--- src/design/message_fragmenter_defines.svh ---
// Assertion macros shared by the message fragmenter RTL.
// Depends on clk_i and rst_ni being visible where a macro is used.
`ifndef MESSAGE_FRAGMENTER_DEFINES_SVH
`define MESSAGE_FRAGMENTER_DEFINES_SVH

`ifndef NO_ASSERTIONS
// Check a property while out of reset.
`define MF_ASSERT(lbl, prop, msg) \
  lbl: assert property (@(posedge clk_i) disable iff (!rst_ni) prop) else $error(msg);
// Check a property on every clock edge, reset included.
`define MF_ASSERT_ALWAYS(lbl, prop, msg) \
  lbl: assert property (@(posedge clk_i) prop) else $error(msg);
`else
`define MF_ASSERT(lbl, prop, msg)
`define MF_ASSERT_ALWAYS(lbl, prop, msg)
`endif

`endif

--- src/design/msgfrag_pkg.sv ---
// Types and constants of the message fragmenter.
// Used by message_fragmenter; depends on nothing.
package msgfrag_pkg;

  localparam int unsigned CfgWidth     = 10;
  localparam int unsigned LenWidth     = 16;
  localparam int unsigned NumWidth     = LenWidth + 1;
  localparam int unsigned DivSteps     = NumWidth;
  localparam int unsigned DivCntWidth  = $clog2(DivSteps);
  localparam int unsigned CntWidth     = 8;

  localparam logic [CfgWidth-1:0] PayloadMin   = CfgWidth'(5);
  localparam logic [CfgWidth-1:0] PayloadReset = CfgWidth'(20);
  localparam logic [CfgWidth-1:0] HeaderBytes  = CfgWidth'(4);

  localparam logic [1:0] HdrSeq   = 2'd0;
  localparam logic [1:0] HdrCount = 2'd1;
  localparam logic [1:0] HdrLenHi = 2'd2;
  localparam logic [1:0] HdrLenLo = 2'd3;

  typedef struct packed {
    logic [7:0]          data_byte;
    logic [LenWidth-1:0] message_length;
  } in_item_t;

  typedef struct packed {
    logic [7:0] out_byte;
    logic       packet_end;
    logic       message_end;
    logic       too_large;
  } out_item_t;

  typedef enum logic [5:0] {
    S_IDLE  = 6'b000001,
    S_DIV   = 6'b000010,
    S_ERR   = 6'b000100,
    S_ROUTE = 6'b001000,
    S_HDR   = 6'b010000,
    S_DATA  = 6'b100000
  } state_e;

endpackage

--- src/design/message_fragmenter.sv ---
// Message fragmenter top level: sequencer, restoring divider, output register.
// Depends on msgfrag_pkg and message_fragmenter_defines.svh.
//
// Usage: message bytes enter on the in channel (valid/ready), one item per byte;
// message_length is read on the first byte of each message (0 counts as 1).
// Result bytes leave on the out channel (valid/ready) through one output register.
// payload_size is to be written through cfg_we_i/cfg_wdata_i only while the block is
// idle; the block itself does not enforce this. A message no longer than payload_size
// passes through as one packet. A longer one is cut into fragments of payload_size-4
// bytes, each led by a 4-byte header (sequence, fragment count, length high, length low).
// Only one input item is in flight at a time. A plain byte passes IDLE, ROUTE and DATA
// on its way into the output register; a byte that opens a fragment also passes HDR
// for the header; the first byte of a fragmented message first runs the bit-serial
// division in DIV that sets the fragment count. A message over 255 fragments
// yields one too_large item and its bytes are discarded.
// When the receiver stalls in ERR, HDR or DATA, the sequencer holds and in_ready_o stays low.
// Reset clears all message state and sets payload_size to 20.
`include "message_fragmenter_defines.svh"

module message_fragmenter import msgfrag_pkg::*; #(
  parameter int unsigned MAX_PAYLOAD = 512
) (
  input  logic                clk_i,
  input  logic                rst_ni,
  input  logic                in_valid_i,
  output logic                in_ready_o,
  input  in_item_t            in_item_i,
  output logic                out_valid_o,
  input  logic                out_ready_i,
  output out_item_t           out_item_o,
  input  logic                cfg_we_i,
  input  logic [CfgWidth-1:0] cfg_wdata_i
);

  state_e                 state_q, state_d;
  logic [CfgWidth-1:0]    cfg_q, cfg_d;
  logic [LenWidth-1:0]    seen_q, seen_d;
  logic [LenWidth-1:0]    saved_q, saved_d;
  logic [CfgWidth-1:0]    fill_q, fill_d;
  logic [CntWidth-1:0]    seq_q, seq_d;
  logic [CntWidth-1:0]    cnt_q, cnt_d;
  logic                   pass_q, pass_d;
  logic                   drop_q, drop_d;
  logic [1:0]             hdr_q, hdr_d;
  logic [DivCntWidth-1:0] div_cnt_q, div_cnt_d;
  logic                   out_valid_q, out_valid_d;
  out_item_t              out_q, out_d;
  logic [7:0]             byte_q, byte_d;
  logic [NumWidth-1:0]    num_q, num_d;
  logic [CfgWidth-1:0]    rem_q, rem_d;

  logic [CfgWidth-1:0]    p_eff;
  logic [CfgWidth-1:0]    frag;
  logic                   in_fire;
  logic                   slot_free;
  logic [LenWidth-1:0]    len_in;
  logic                   last;
  logic [CfgWidth-1:0]    fill_inc;
  logic                   pkt_end;
  logic [CfgWidth:0]      trial;
  logic                   trial_ge;
  logic [NumWidth-1:0]    quot;
  logic [7:0]             hdr_byte;

  always_comb begin
    p_eff = cfg_q;
    if (cfg_q < PayloadMin) begin
      p_eff = PayloadMin;
    end else if ({1'b0, cfg_q} > (CfgWidth+1)'(MAX_PAYLOAD)) begin
      p_eff = CfgWidth'(MAX_PAYLOAD);
    end
  end

  assign frag      = p_eff - HeaderBytes;
  assign in_ready_o = (state_q == S_IDLE);
  assign in_fire   = in_valid_i && in_ready_o;
  assign slot_free = !out_valid_q || out_ready_i;
  assign len_in    = (in_item_i.message_length == '0) ? LenWidth'(1)
                                                      : in_item_i.message_length;
  assign last      = ({1'b0, seen_q} + (LenWidth+1)'(1)) >= {1'b0, saved_q};
  assign fill_inc  = fill_q + CfgWidth'(1);
  assign pkt_end   = last || (fill_inc >= frag);

  assign trial    = {rem_q, num_q[NumWidth-1]};
  assign trial_ge = trial >= {1'b0, frag};
  assign quot     = {num_q[NumWidth-2:0], trial_ge};

  always_comb begin
    case (hdr_q)
      HdrSeq:   hdr_byte = seq_q;
      HdrCount: hdr_byte = cnt_q;
      HdrLenHi: hdr_byte = saved_q[15:8];
      HdrLenLo: hdr_byte = saved_q[7:0];
      default:  hdr_byte = '0;
    endcase
  end

  always_comb begin
    state_d     = state_q;
    cfg_d       = cfg_we_i ? cfg_wdata_i : cfg_q;
    seen_d      = seen_q;
    saved_d     = saved_q;
    fill_d      = fill_q;
    seq_d       = seq_q;
    cnt_d       = cnt_q;
    pass_d      = pass_q;
    drop_d      = drop_q;
    hdr_d       = hdr_q;
    div_cnt_d   = div_cnt_q;
    byte_d      = byte_q;
    num_d       = num_q;
    rem_d       = rem_q;
    out_d       = out_q;
    out_valid_d = out_valid_q && !out_ready_i;

    unique case (state_q)
      S_IDLE: begin
        if (in_fire) begin
          byte_d  = in_item_i.data_byte;
          state_d = S_ROUTE;
          if (seen_q == '0) begin
            saved_d = len_in;
            fill_d  = '0;
            seq_d   = '0;
            cnt_d   = '0;
            drop_d  = 1'b0;
            pass_d  = len_in <= {{(LenWidth-CfgWidth){1'b0}}, p_eff};
            if (!(len_in <= {{(LenWidth-CfgWidth){1'b0}}, p_eff})) begin
              num_d     = NumWidth'(len_in) + NumWidth'(frag) - NumWidth'(1);
              rem_d     = '0;
              div_cnt_d = '0;
              state_d   = S_DIV;
            end
          end
        end
      end
      S_DIV: begin
        rem_d     = trial_ge ? CfgWidth'(trial - {1'b0, frag}) : trial[CfgWidth-1:0];
        num_d     = quot;
        div_cnt_d = div_cnt_q + DivCntWidth'(1);
        if (div_cnt_q == DivCntWidth'(DivSteps - 1)) begin
          if (|quot[NumWidth-1:CntWidth]) begin
            drop_d  = 1'b1;
            state_d = S_ERR;
          end else begin
            cnt_d   = quot[CntWidth-1:0];
            state_d = S_ROUTE;
          end
        end
      end
      S_ERR: begin
        if (slot_free) begin
          out_valid_d = 1'b1;
          out_d       = '{out_byte: 8'd0, packet_end: 1'b0, message_end: 1'b0,
                          too_large: 1'b1};
          state_d     = S_ROUTE;
        end
      end
      S_ROUTE: begin
        if (drop_q) begin
          seen_d  = seen_q + LenWidth'(1);
          state_d = S_IDLE;
          if (last) begin
            seen_d = '0;
            fill_d = '0;
            seq_d  = '0;
            pass_d = 1'b0;
            drop_d = 1'b0;
          end
        end else if (!pass_q && fill_q == '0) begin
          hdr_d   = HdrSeq;
          state_d = S_HDR;
        end else begin
          state_d = S_DATA;
        end
      end
      S_HDR: begin
        if (slot_free) begin
          out_valid_d = 1'b1;
          out_d       = '{out_byte: hdr_byte, packet_end: 1'b0, message_end: 1'b0,
                          too_large: 1'b0};
          hdr_d       = hdr_q + 2'd1;
          if (hdr_q == HdrLenLo) begin
            state_d = S_DATA;
          end
        end
      end
      S_DATA: begin
        if (slot_free) begin
          out_valid_d = 1'b1;
          seen_d      = seen_q + LenWidth'(1);
          state_d     = S_IDLE;
          if (pass_q) begin
            out_d = '{out_byte: byte_q, packet_end: last, message_end: last,
                      too_large: 1'b0};
          end else begin
            out_d  = '{out_byte: byte_q, packet_end: pkt_end, message_end: last,
                       too_large: 1'b0};
            fill_d = fill_inc;
            if (pkt_end) begin
              fill_d = '0;
              seq_d  = seq_q + CntWidth'(1);
            end
          end
          if (last) begin
            seen_d = '0;
            fill_d = '0;
            seq_d  = '0;
            pass_d = 1'b0;
            drop_d = 1'b0;
          end
        end
      end
      default: state_d = S_IDLE;
    endcase
  end

  always_ff @(posedge clk_i or negedge rst_ni) begin
    if (!rst_ni) begin
      state_q     <= S_IDLE;
      cfg_q       <= PayloadReset;
      seen_q      <= '0;
      saved_q     <= '0;
      fill_q      <= '0;
      seq_q       <= '0;
      cnt_q       <= '0;
      pass_q      <= 1'b0;
      drop_q      <= 1'b0;
      hdr_q       <= '0;
      div_cnt_q   <= '0;
      out_valid_q <= 1'b0;
    end else begin
      state_q     <= state_d;
      cfg_q       <= cfg_d;
      seen_q      <= seen_d;
      saved_q     <= saved_d;
      fill_q      <= fill_d;
      seq_q       <= seq_d;
      cnt_q       <= cnt_d;
      pass_q      <= pass_d;
      drop_q      <= drop_d;
      hdr_q       <= hdr_d;
      div_cnt_q   <= div_cnt_d;
      out_valid_q <= out_valid_d;
    end
  end

  always_ff @(posedge clk_i) begin
    out_q  <= out_d;
    byte_q <= byte_d;
    num_q  <= num_d;
    rem_q  <= rem_d;
  end

  assign out_valid_o = out_valid_q;
  assign out_item_o  = out_q;

  `MF_ASSERT(a_accept_starts_work, in_fire |=> (state_q == S_ROUTE || state_q == S_DIV), "accepted item did not start work")
  `MF_ASSERT(a_drop_not_pass, drop_q |-> !pass_q, "dropping and pass-through both set")
  `MF_ASSERT(a_hdr_idle, (state_q != S_HDR) |-> (hdr_q == HdrSeq), "header index left nonzero outside header state")
  `MF_ASSERT(a_div_bound, (state_q == S_DIV) |-> (div_cnt_q <= DivCntWidth'(DivSteps - 1)), "divider step count overran")
  `MF_ASSERT_ALWAYS(a_err_clean, (out_valid_o && out_item_o.too_large) |-> (!out_item_o.packet_end && !out_item_o.message_end), "too_large item carries end flags")

endmodule
--- config.mk ---
export PLATFORM = sky130hd
export DESIGN_NAME = message_fragmenter
export DESIGN_NICKNAME = d
export VERILOG_FILES = /design/src/design/msgfrag_pkg.sv /design/src/design/message_fragmenter.sv
export VERILOG_INCLUDE_DIRS = /design/src /design/src/design
export SDC_FILE = /design/constraint.sdc
export NUM_CORES = 1
export LEC_CHECK = 0
export ABC_AREA = 1
export BUFFER_PORTS_ARGS = -buffer_cell sky130_fd_sc_hd__buf_4
export CAP_MARGIN = 20
export CORE_ASPECT_RATIO = 0.75
export CORE_UTILIZATION = 56
export CTS_CLUSTER_SIZE = 30
export DETAILED_ROUTE_END_ITERATION = 16
export GPL_ROUTABILITY_DRIVEN = 0
export GPL_TIMING_DRIVEN = 1
export PLACE_DENSITY = 0.74
export SKIP_LAST_GASP = 1
export SLEW_MARGIN = 15
export SYNTH_ARGS = -nofsm -noshare
export SYNTH_HDL_FRONTEND = slang
export SYNTH_SLANG_ARGS = --single-unit
export TNS_END_PERCENT = 1
--- constraint.sdc ---
create_clock -name clk_i -period 4.2 [get_ports clk_i]
set_input_delay 0.63 -clock clk_i [delete_from_list [all_inputs] [get_ports clk_i]]
set_output_delay 0.63 -clock clk_i [all_outputs]
set_load 0.02 [all_outputs]
-- Word level (Yosys, flattened, before mapping)
Cells that the tools add are included.
- magnitude comparators: 6
- $add $sub $neg: 10
- reductions and logical operators: 32
- equal/unequal tests: 27
- mux-type cells: 80
- operators with widths (cell ; count):
    10-bit 2-to-1 mux ; 14
    8-bit 2-to-1 mux ; 10
    16-bit 2-to-1 mux ; 4
    17-bit 2-to-1 mux ; 3
    6-bit 2-to-1 mux ; 8
    6-bit one-hot mux with 6 select lines ; 1
    17-bit one-hot mux with 2 select lines ; 1
    11-bit 2-to-1 mux ; 3
    11-bit one-hot mux with 3 select lines ; 1
    16-bit logical NOT ; 2
    16-bit one-hot mux with 2 select lines ; 1
    8-bit one-hot mux with 4 select lines ; 1
    10-bit one-hot mux with 3 select lines ; 1
    2-bit != test, second input constant ; 13
    8-bit one-hot mux with 3 select lines ; 1
    10-bit one-hot mux with 2 select lines ; 1
    16-bit by 1-bit adder with 17-bit output, second input constant ; 1
    16-bit by 10-bit adder with 17-bit output ; 1
    17-bit by 16-bit greater-or-equal comparator with 1-bit output ; 1
    17-bit by 1-bit subtractor with 17-bit output, second input constant ; 1
    16-bit by 1-bit adder with 16-bit output, second input constant ; 1
    16-bit by 10-bit less-or-equal comparator with 1-bit output ; 1
    8-bit one-hot mux with 2 select lines ; 1
    1-bit 2-to-1 mux ; 15
    other kinds (46) ; 68
- bits of input ports: 39
- bits in registers: 130

-- Logic depth before layout (Yosys ltp)
Gate-level depths: netlist of the first run.
- depth in word-level cells: 11
- gate-level depth with buffers: 24

-- Worst setup path after synthesis of the first run
Ideal clock, no wire load.
- path type: register to register
- start point: register cfg_q[4]
- end point: register num_q[13] (data pin)
- data required time: 3.940 ns
- clock period less this slack: 3.418 ns
- arrival: 3.158 ns
- slack: 0.782 ns
- stages on the path, launching flop included: 21
- library setup time: 0.260 ns
- path through: dfstp_2 -> inv_1 -> nand4_1 -> inv_1 -> a21oi_1 -> inv_1 -> nand2_1 -> ha_1 -> nand3_1 -> xor2_1 -> inv_1 -> ha_1 -> inv_1 -> ha_1 -> a21o_1 -> a21oi_1 -> o21ai_0 -> a21boi_0 -> o21ai_0 -> nor2_1 -> o21ai_0
- longest elaborated chain between the ends: 10
- RTL lines (what ; line ; source):
    start, declared ; message_fragmenter.sv:36 ; logic [CfgWidth-1:0] cfg_q, cfg_d;
    start signal, assigned ; message_fragmenter.sv:221 ; cfg_q <= PayloadReset;
    start signal, assigned ; message_fragmenter.sv:234 ; cfg_q <= cfg_d;
    10-bit > comparator ; message_fragmenter.sv:69 ; end else if ({1'b0, cfg_q} > (CfgWidth+1)'(MAX_PAYLOAD)) begin
    10-bit 2-to-1 mux ; message_fragmenter.sv:69 ;
    10-bit 2-to-1 mux * ; message_fragmenter.sv:67 ; if (cfg_q < PayloadMin) begin
    10-bit by 3-bit subtractor with 10-bit output * ; message_fragmenter.sv:74 ; assign frag = p_eff - HeaderBytes;
    16-bit by 10-bit adder with 17-bit output * ; message_fragmenter.sv:129 ; num_d = NumWidth'(len_in) + NumWidth'(frag) - NumWidth'(1);
    17-bit by 1-bit subtractor with 17-bit output * ; message_fragmenter.sv:129 ;
    17-bit 2-to-1 mux * ; message_fragmenter.sv:128 ; if (!(len_in <= {{(LenWidth-CfgWidth){1'b0}}, p_eff})) begin
    17-bit 2-to-1 mux * ; message_fragmenter.sv:121 ; if (seen_q == '0) begin
    17-bit 2-to-1 mux * ; message_fragmenter.sv:118 ; if (in_fire) begin
    17-bit one-hot mux with 2 select lines * ; message_fragmenter.sv:116 ; unique case (state_q)
    named net num_d[13] ; message_fragmenter.sv:49 ; logic [NumWidth-1:0] num_q, num_d;
    end signal, assigned ; message_fragmenter.sv:251 ; num_q <= num_d;
    end, declared ; message_fragmenter.sv:49 ;
Mark *: on every way through the listed nets, which the timed path passes. The rest lies on a longest branch. The select of a mux whose other input is x is not followed.
A chain may end at the register's enable or synchronous reset.

-- Final worst setup path of the first run
- start point: register seen_q[0]
- end point: register fill_q[7]
- longest elaborated chain between the ends: 8
- RTL lines (what ; line ; source):
    start, declared ; message_fragmenter.sv:37 ; logic [LenWidth-1:0] seen_q, seen_d;
    start signal, assigned ; message_fragmenter.sv:235 ; seen_q <= seen_d;
    16-bit by 1-bit adder with 17-bit output ; message_fragmenter.sv:80 ; assign last = ({1'b0, seen_q} + (LenWidth+1)'(1)) >= {1'b0, saved_q};
    17-bit by 16-bit greater-or-equal comparator with 1-bit output ; message_fragmenter.sv:80 ;
    1-bit logical OR ; message_fragmenter.sv:82 ; assign pkt_end = last || (fill_inc >= frag);
    10-bit 2-to-1 mux ; message_fragmenter.sv:200 ; if (pkt_end) begin
    10-bit 2-to-1 mux ; message_fragmenter.sv:193 ; if (pass_q) begin
    10-bit 2-to-1 mux ; message_fragmenter.sv:205 ; if (last) begin
    10-bit 2-to-1 mux ; message_fragmenter.sv:189 ; if (slot_free) begin
    10-bit one-hot mux with 3 select lines ; message_fragmenter.sv:116 ;
    end signal, assigned ; message_fragmenter.sv:237 ; fill_q <= fill_d;
    end, declared ; message_fragmenter.sv:39 ; logic [CfgWidth-1:0] fill_q, fill_d;
Several ways; a longest one is shown, not always the timed one. The select of a mux whose other input is x is not followed.

==> results.txt, run 1 <==
Vias in the first global route = 7504
Top cells by area, synth = dfrtp_1 22%, edfxtp_1 15%, ha_1 12%
Share of cells above drive strength 1 = 12.26%
WL per Instance = 16.16 µm
Final Core Density = 64.65%
Die Height = 113.1 µm
FMAX = 259.2 MHz
Setup Skew = 0.007753 ns
Worst-margin pin slew = 0.8094 ns
Synth cell types = 54
Top-count cell post-synth = nand2_1
First-pass GRT wire length = 37900 µm
Comb power frac = 42.7%
CP Data Required Time = 4.56 ns
Post-CTS Setup Bufs = 0
Initial DRC Count = 571
Switching pwr = 2466 µW
Area leader, netlist = dfrtp_1
RSZ-0062 raised after global routing = no
Post-CTS Resized = 0
Top cell type's share of synthesized area = 22.00%
Largest family of logic cells by synthesized area = simple AND/OR/NAND/NOR gates
Post-Syn Area per Cell = 7.935 µm²
WL final = 23150 µm
Internal = 3492 µW
Pwr Density = 573.6 mW/mm²
Hold buffer count at cts = 0
Sw Ratio = 41.39%
GRT overflow = 0
Peak supply drop = 309.1 µV
Full die area = 0.01697 mm²
CTS Buf Count = 17
Syn-to-layout area delta = 12.74%
Root Buffer = clkbuf_16
Vias = 7982
Antenna cells = 0
Post-synthesis sequential area ratio = 37.85%
Crit end category = flip-flop
Run status = completed
Synthesis Warnings = 0
Mux contribution to synthesized area = 0%
Initial antenna violation count = 0
CP Launch Type = flip-flop
Die boundary width = 150.1 µm
GRT Overall Usage = 28.87%
Setup Viol. Count Final = 0
Clock group share of total power = 24.4%
Total core area = 0.01607 mm²
Nets = 1337
Crit path time final = 3.859 ns
Fin Setup TNS = 0 ns
Vias/cell = 5.570
Pre-antenna DRT Iters = 5
Mapped Nets = 1288
Hold WC Path Type = input port to async pin
Rows = 40
Worst EP arrival = 4.21 ns
Period utilisation layout = 91.87%
Synthesized instance count = 1161
Most frequent cells after synthesis = 227 x nand2_1, 179 x inv_1, 96 x o21ai_0
Slew margin rel. = 45.84%
Static leakage = 0.005097 µW
Remaining DRCs = 0
Fraction of registers with async set/reset = 64.62%
CTS H-tree depth = 4
Max-Cap Viols = 0
Post-layout instance area = 0.01039 mm²
Pin count of the biggest net entering global routing = 57
EDFF count, synth = 46
Yosys reg bits = 130
CTS tree = yes
Maximum fanout along the worst path = 18
Port Buffers = 51
Simple-Gate Fraction of Synth Area = 23.10%
Clock slew at reported path FFs = 0.06 ns
Mapped cell area = 0.009213 mm²
Final slew viol count = 0
DP HPWL = 17580 µm
Synth Area in Compound Gates = 13.39%
Placed instance area = 0.009799 mm²
Starting Density = 57.34%
R2R Setup Slk = 0.34 ns
Synth Area in XOR/XNOR = 3.898%
Primary FF master, synth = dfrtp_1
Io pins = 52
Clk_lat worst skew = 0.43 ns
CTS sink cnt = 130
Reg power frac = 32.9%
CP Class = flip-flop to flip-flop
ANT nets after route = 0
Post-Synth Adder-Cell Area = 12.11%
Clock Tree Buf Depth = 2
Hold Vio Cnt, Final = 0
==> sequential cells by signal, summed over array words and instances (netlist names) <==
signal and cells:
fill_q 10, out_item_o 11, byte_q 8, div_cnt_q 5, num_q 17, cfg_q 10
cnt_q 8, rem_q 10, hdr_q 2, pass_q 1, saved_q 16, state_q 6
seen_q 16, drop_q 1, seq_q 8, out_valid_o 1
==> worst paths after layout <==
kind                                    start         end  depth (start not counted)
worst max register to register      seen_q[0]   fill_q[7]                         19
worst min register to register       cnt_q[5]    cnt_q[5]                          2
worst min-delay path                   rst_ni  seen_q[10]                          1
min in group clk_i              in_item_i[17]   byte_q[1]                          1
worst max-delay path                seen_q[0]   fill_q[7]                         19
max in group asynchronous              rst_ni    cfg_q[2]                          2
==> cell type report <==
type                            instances  area (µm²)
Clock buffer                           20       456.7
Tap cell                              210       262.8
Fill cell                            1395        5679
Inverter                              186       700.7
Clock inverter                         12       113.9
Sequential cell                       130        3487
Timing Repair Buffer                   66       508.0
Multi-Input combinational cell        809        4857
==> routing by layer <==
layer | up-vias | part of all wire [%] | GRT usage, %
li1 | 3976 | - | -
met2 | 264 | 45 | 44.23
met4 | 0 | 1.6 | 9.293
met3 | 28 | 6.8 | 6.613
met1 | 3714 | 47 | 40.44
met5 | - | 0 | 0
==> cell families after synthesis <==
logic type	count (synthesis)
AND/OR/NAND/NOR	460
AO/OA/AOI/OAI	219
buffers and inverters	222
XOR/XNOR	41
adder cells (fa/ha/maj)	88
other	1
flip-flops	130
==> cell usage in the layout, fill, tap and decap left out, types with 3 or more instances in the layout <==
cell type  synthesis  final
nand2_1          227    227
inv_1            179    179
o21ai_0           96     96
ha_1              86     86
dfrtp_1           81     81
nor2_1            76     76
buf_4              0     65
a21oi_1           63     62
nand3_1           48     48
edfxtp_1          46     46
nand4_1           45     45
xor2_1            34     34
nor3_1            23     22
clkbuf_16          0     17
o22ai_1           14     14
o211ai_1           9      9
o21ai_2            9      9
nand2_2            7      7
a21o_1             7      7
or2_2              6      6
nor4_1             6      6
xnor2_1            7      6
inv_2              5      5
a31oi_1            5      5
clkinv_2           0      5
o31ai_1            4      4
nand3_2            3      3
nor2_4             3      3
nor2_2             3      3
nor3_2             2      3
o21bai_1           3      3
clkinv_1           1      3
o21ai_1            3      3
dfstp_2            3      3
==> worst max-delay path: stages (launching register included) <==
cell and delay, ns:
dfrtp_1 0.39, inv_1 0.10, nor3_1 0.30, nand3_1 0.18, inv_1 0.11, nand3_1 0.13, nor2_1 0.24, nand2_1 0.10
xor2_1 0.27, inv_1 0.09, ha_1 0.30, nand2_1 0.07, nor2_1 0.08, a31oi_1 0.18, nand3_1 0.11, nand2_2 0.29
nand3_2 0.39, nand2_8 0.30, nand2_1 0.10, o21ai_2 0.06
==> power groups by stage <==
| stage | sequential, µW | combinational [µW] | clock, µW |
|---|---|---|---|
| 2_1_floorplan | 1930 | 1850 | 0 |
| 3_3_place_gp | 1970 | 2440 | 0 |
| 3_5_place_dp | 1970 | 2490 | 0 |
| 4_1_cts | 1950 | 2520 | 1470 |
| 5_1_grt | 1990 | 2850 | 1540 |
| 6_report | 1960 | 2540 | 1450 |
==> per-stage QoR <==
stage	hold slack, ns	cells	setup slack [ns]	total power [µW]
floorplan	0.3344	1161	0.7816	3776
global placement	0.4713	1401	0.2861	4409
detailed placement	0.4732	1401	0.06840	4462
CTS	0.2828	1433	0.05703	5946
global route	0.3136	1433	0.02081	6388
finish	0.2495	1433	0.3413	5957
(Power assumes the default switching activity.)
==> run 2, diff against run 1 <==
--- a/config.mk
+++ b/config.mk
@@ -6,7 +6,6 @@
 export SDC_FILE = /design/constraint.sdc
 export NUM_CORES = 1
 export LEC_CHECK = 0
-export ABC_AREA = 1
 export BUFFER_PORTS_ARGS = -buffer_cell sky130_fd_sc_hd__buf_4
 export CAP_MARGIN = 20
 export CORE_ASPECT_RATIO = 0.75
==> constraint.sdc (replaced) <==
create_clock -name clk_i -period 4.2 [get_ports clk_i]
set_input_delay 0.84 -clock clk_i [delete_from_list [all_inputs] [get_ports clk_i]]
set_output_delay 0.84 -clock clk_i [all_outputs]
set_load 0.02 [all_outputs]
==> run 2 against run 1 <==
First-iteration DRC count shrank 10%. Clock-buffer cell count grew 1. Highest routed layer unchanged. Routed wire length shrank 7.8%. Sequential power grew 7%. Clock skew shrank 0.00054 ns.
==> results.txt, run 2 <==
Run status = completed
GRT Overall Usage = 27.81%
Maximum fanout along the worst path = 6
Period utilisation layout = 95.66%
Synth cell types = 67
FF-to-FF Start = cfg_q[9]
Nets = 1148
DP HPWL = 15710 µm
Setup Viol. Count Final = 0
Clock slew at reported path FFs = 0.06 ns
Max-Cap Viols = 0
Reg-to-Reg End = num_q[16]
Root Buffer = clkbuf_16
Synthesized instance count = 958
Starting Density = 57.31%
Top-count cell post-synth = nand2_1
CP Class = flip-flop to flip-flop
EDFF count, synth = 46
Inst Count DP = 1205
Commonest non-fill, non-tap cell in the layout = nand2_1
Fraction of registers with async set/reset = 64.62%
Synthesis Warnings = 0
Total core area = 0.01522 mm²
Clk_lat worst skew = 0.43 ns
Endpoint, Worst Hold = seq_q[7]
Vias = 7345
Most frequent cells after synthesis = 103 x nand2_1, 87 x o21ai_0, 86 x ha_1
Worst r2r path cells = 16
Port Buffers = 51
Die Height = 110.1 µm
ANT nets after route = 0
Fin Setup TNS = 0 ns
RSZ-0062 raised after global routing = yes
Hold path startpoint = seq_q[7]
Static leakage = 0.004555 µW
R2R Setup Slk = 0.18 ns
Area leader, netlist = dfrtp_1
Full die area = 0.01609 mm²
Top cell type's share of synthesized area = 23.23%
WL final = 21350 µm
Hold buffer count at cts = 0
Mapped Nets = 1085
Crit path time final = 4.018 ns
GRT overflow = 0
Syn-to-layout area delta = 15.76%
Vias in the first global route = 6638
Vias/cell = 5.928
CP Data Required Time = 4.48 ns
CTS Buf Count = 17
Post-layout instance area = 0.01010 mm²
Post-synthesis sequential area ratio = 39.97%
Regs by FF count = num_q x17, saved_q x16, seen_q x16
Initial antenna violation count = 0
Pwr Density = 617.8 mW/mm²
Setup Skew = 0.007211 ns
Peak supply drop = 258.0 µV
Sw Ratio = 40.64%
Hold depth = 1
Internal = 3704 µW
FMAX = 248.9 MHz
Antenna cells = 0
Die boundary width = 146.1 µm
CTS sink cnt = 130
Post-Syn Area per Cell = 9.107 µm²
Initial DRC Count = 514
Pre-antenna DRT Iters = 5
Hold Vio Cnt, Final = 0
Crit end category = flip-flop
Worst EP arrival = 4.30 ns
Reg power frac = 33.4%
WL per Instance = 17.23 µm
Primary FF master, synth = dfrtp_1
Mapped cell area = 0.008725 mm²
Remaining DRCs = 0
Pin count of the biggest net entering global routing = 68
Rows = 39
Top cells by area, synth = dfrtp_1 23%, edfxtp_1 16%, ha_1 12%
Comb power frac = 43.7%
CTS tree = yes
Clock Tree Buf Depth = 2
Share of cells above drive strength 1 = 15.09%
Non-filler cells, final = 1239
Final Core Density = 66.34%
Yosys reg bits = 130
Critical path origin = cfg_q[9]
CTS H-tree depth = 4
Biggest register = num_q
Final slew viol count = 0
Flip-flop count of the largest register after layout = 17
Worst-margin pin slew = 0.8579 ns
CP Launch Type = flip-flop
Placed instance area = 0.009474 mm²
Most frequent cells in the layout = 103 x nand2_1, 88 x buf_4, 87 x o21ai_0
Clock group share of total power = 22.8%
Hold WC Path Type = flip-flop to flip-flop
Io pins = 52
Slew margin rel. = 42.80%
Switching pwr = 2536 µW
First-pass GRT wire length = 34560 µm
[run 2: changes by cell type after synthesis, sizes merged, moves of 12 or more]
cell,change
a21oi,-23
a22o,+19
and3,+12
clkbuf,+17
inv,-106
nand2,-133
nand2b,+17
nand4,-36
nor2,-26
o21ai,-15
o31ai,+15
xnor2,+21
xor2,-17
[run 2: cells by family (layout without fill, tap and decap cells)]
group	Yosys count	after routing	share of synthesized area [%]
AO/OA/AOI/OAI	243	243	17.71
flip-flops	130	130	39.97
other	1	1	0.04298
AND/OR/NAND/NOR	314	314	17.93
adder cells (fa/ha/maj)	88	88	12.79
buffers and inverters	125	201	5.507
XOR/XNOR	45	45	4.517
multiplexers	12	12	1.535
[run 2: power by group through the flow]
stage | sequential, µW | clock, µW | combinational [µW]
6_report | 2090 | 1420 | 2730
5_1_grt | 2130 | 1490 | 3050
4_1_cts | 2080 | 1430 | 2680
3_5_place_dp | 2100 | 0 | 2660
3_3_place_gp | 2090 | 0 | 2600
2_1_floorplan | 2020 | 0 | 1910
[run 2: worst max-delay path by stage]
| stage | to | slack, ns | cells past startpoint |
|---|---|---|---|
| 2_1_floorplan | num_q[15] | 0.07 | 17 |
| 6_report | num_q[16] | 0.18 | 16 |
| 3_3_place_gp | num_q[15] | -0.0007 | 18 |
| 3_5_place_dp | num_q[15] | -0.05 | 18 |
| 5_1_grt | num_q[16] | -0.08 | 18 |
| 4_1_cts | num_q[15] | 0.07 | 17 |
[run 2: critical path, cell delays in order, from the launching register on]
cell,delay [ns]
dfrtp_1,0.43
clkinv_1,0.19
buf_4,0.21
nand2_1,0.18
nand3_1,0.18
xnor2_1,0.47
ha_1,0.33
inv_1,0.06
ha_1,0.27
o21a_1,0.19
nor2_1,0.08
a21oi_1,0.06
o41a_1,0.45
a31oi_2,0.28
a221oi_2,0.11
mux2_2,0.28
nor2_1,0.11
[run 2: area by class of cell]
cell class	count	area, µm²
Fill cell	1222	5125
Clock inverter	11	85.08
Multi-Input combinational cell	703	4818
Clock buffer	21	471.7
Tap cell	205	256.5
Inverter	80	300.3
Sequential cell	130	3487
Timing Repair Buffer	89	680.7
[run 2: layer usage]
| metal | vias to the layer above | global-route usage [%] | part of all wire, % |
|---|---|---|---|
| li1 | 3569 | - | - |
| met1 | 3473 | 40.59 | 49 |
| met2 | 278 | 41.97 | 42 |
| met3 | 25 | 5.185 | 6.7 |
| met4 | 0 | 8.482 | 1.5 |
| met5 | - | 0 | 0 |
[run 2: timing repair]
item	in CTS	in global routing
endpoints found under the setup margin	0	5
buffers inserted	0	2
gates resized for setup	0	9
[run 2: through the flow]
stage	total power [µW]	worst slack (ns)	hold slack, ns
2_1_floorplan	3929	0.06898	0.4451
3_3_place_gp	4692	-0.0006670	0.4781
3_5_place_dp	4751	-0.05441	0.4761
4_1_cts	6196	0.07499	0.4891
5_1_grt	6674	-0.07954	0.5177
6_report	6240	0.1824	0.4853
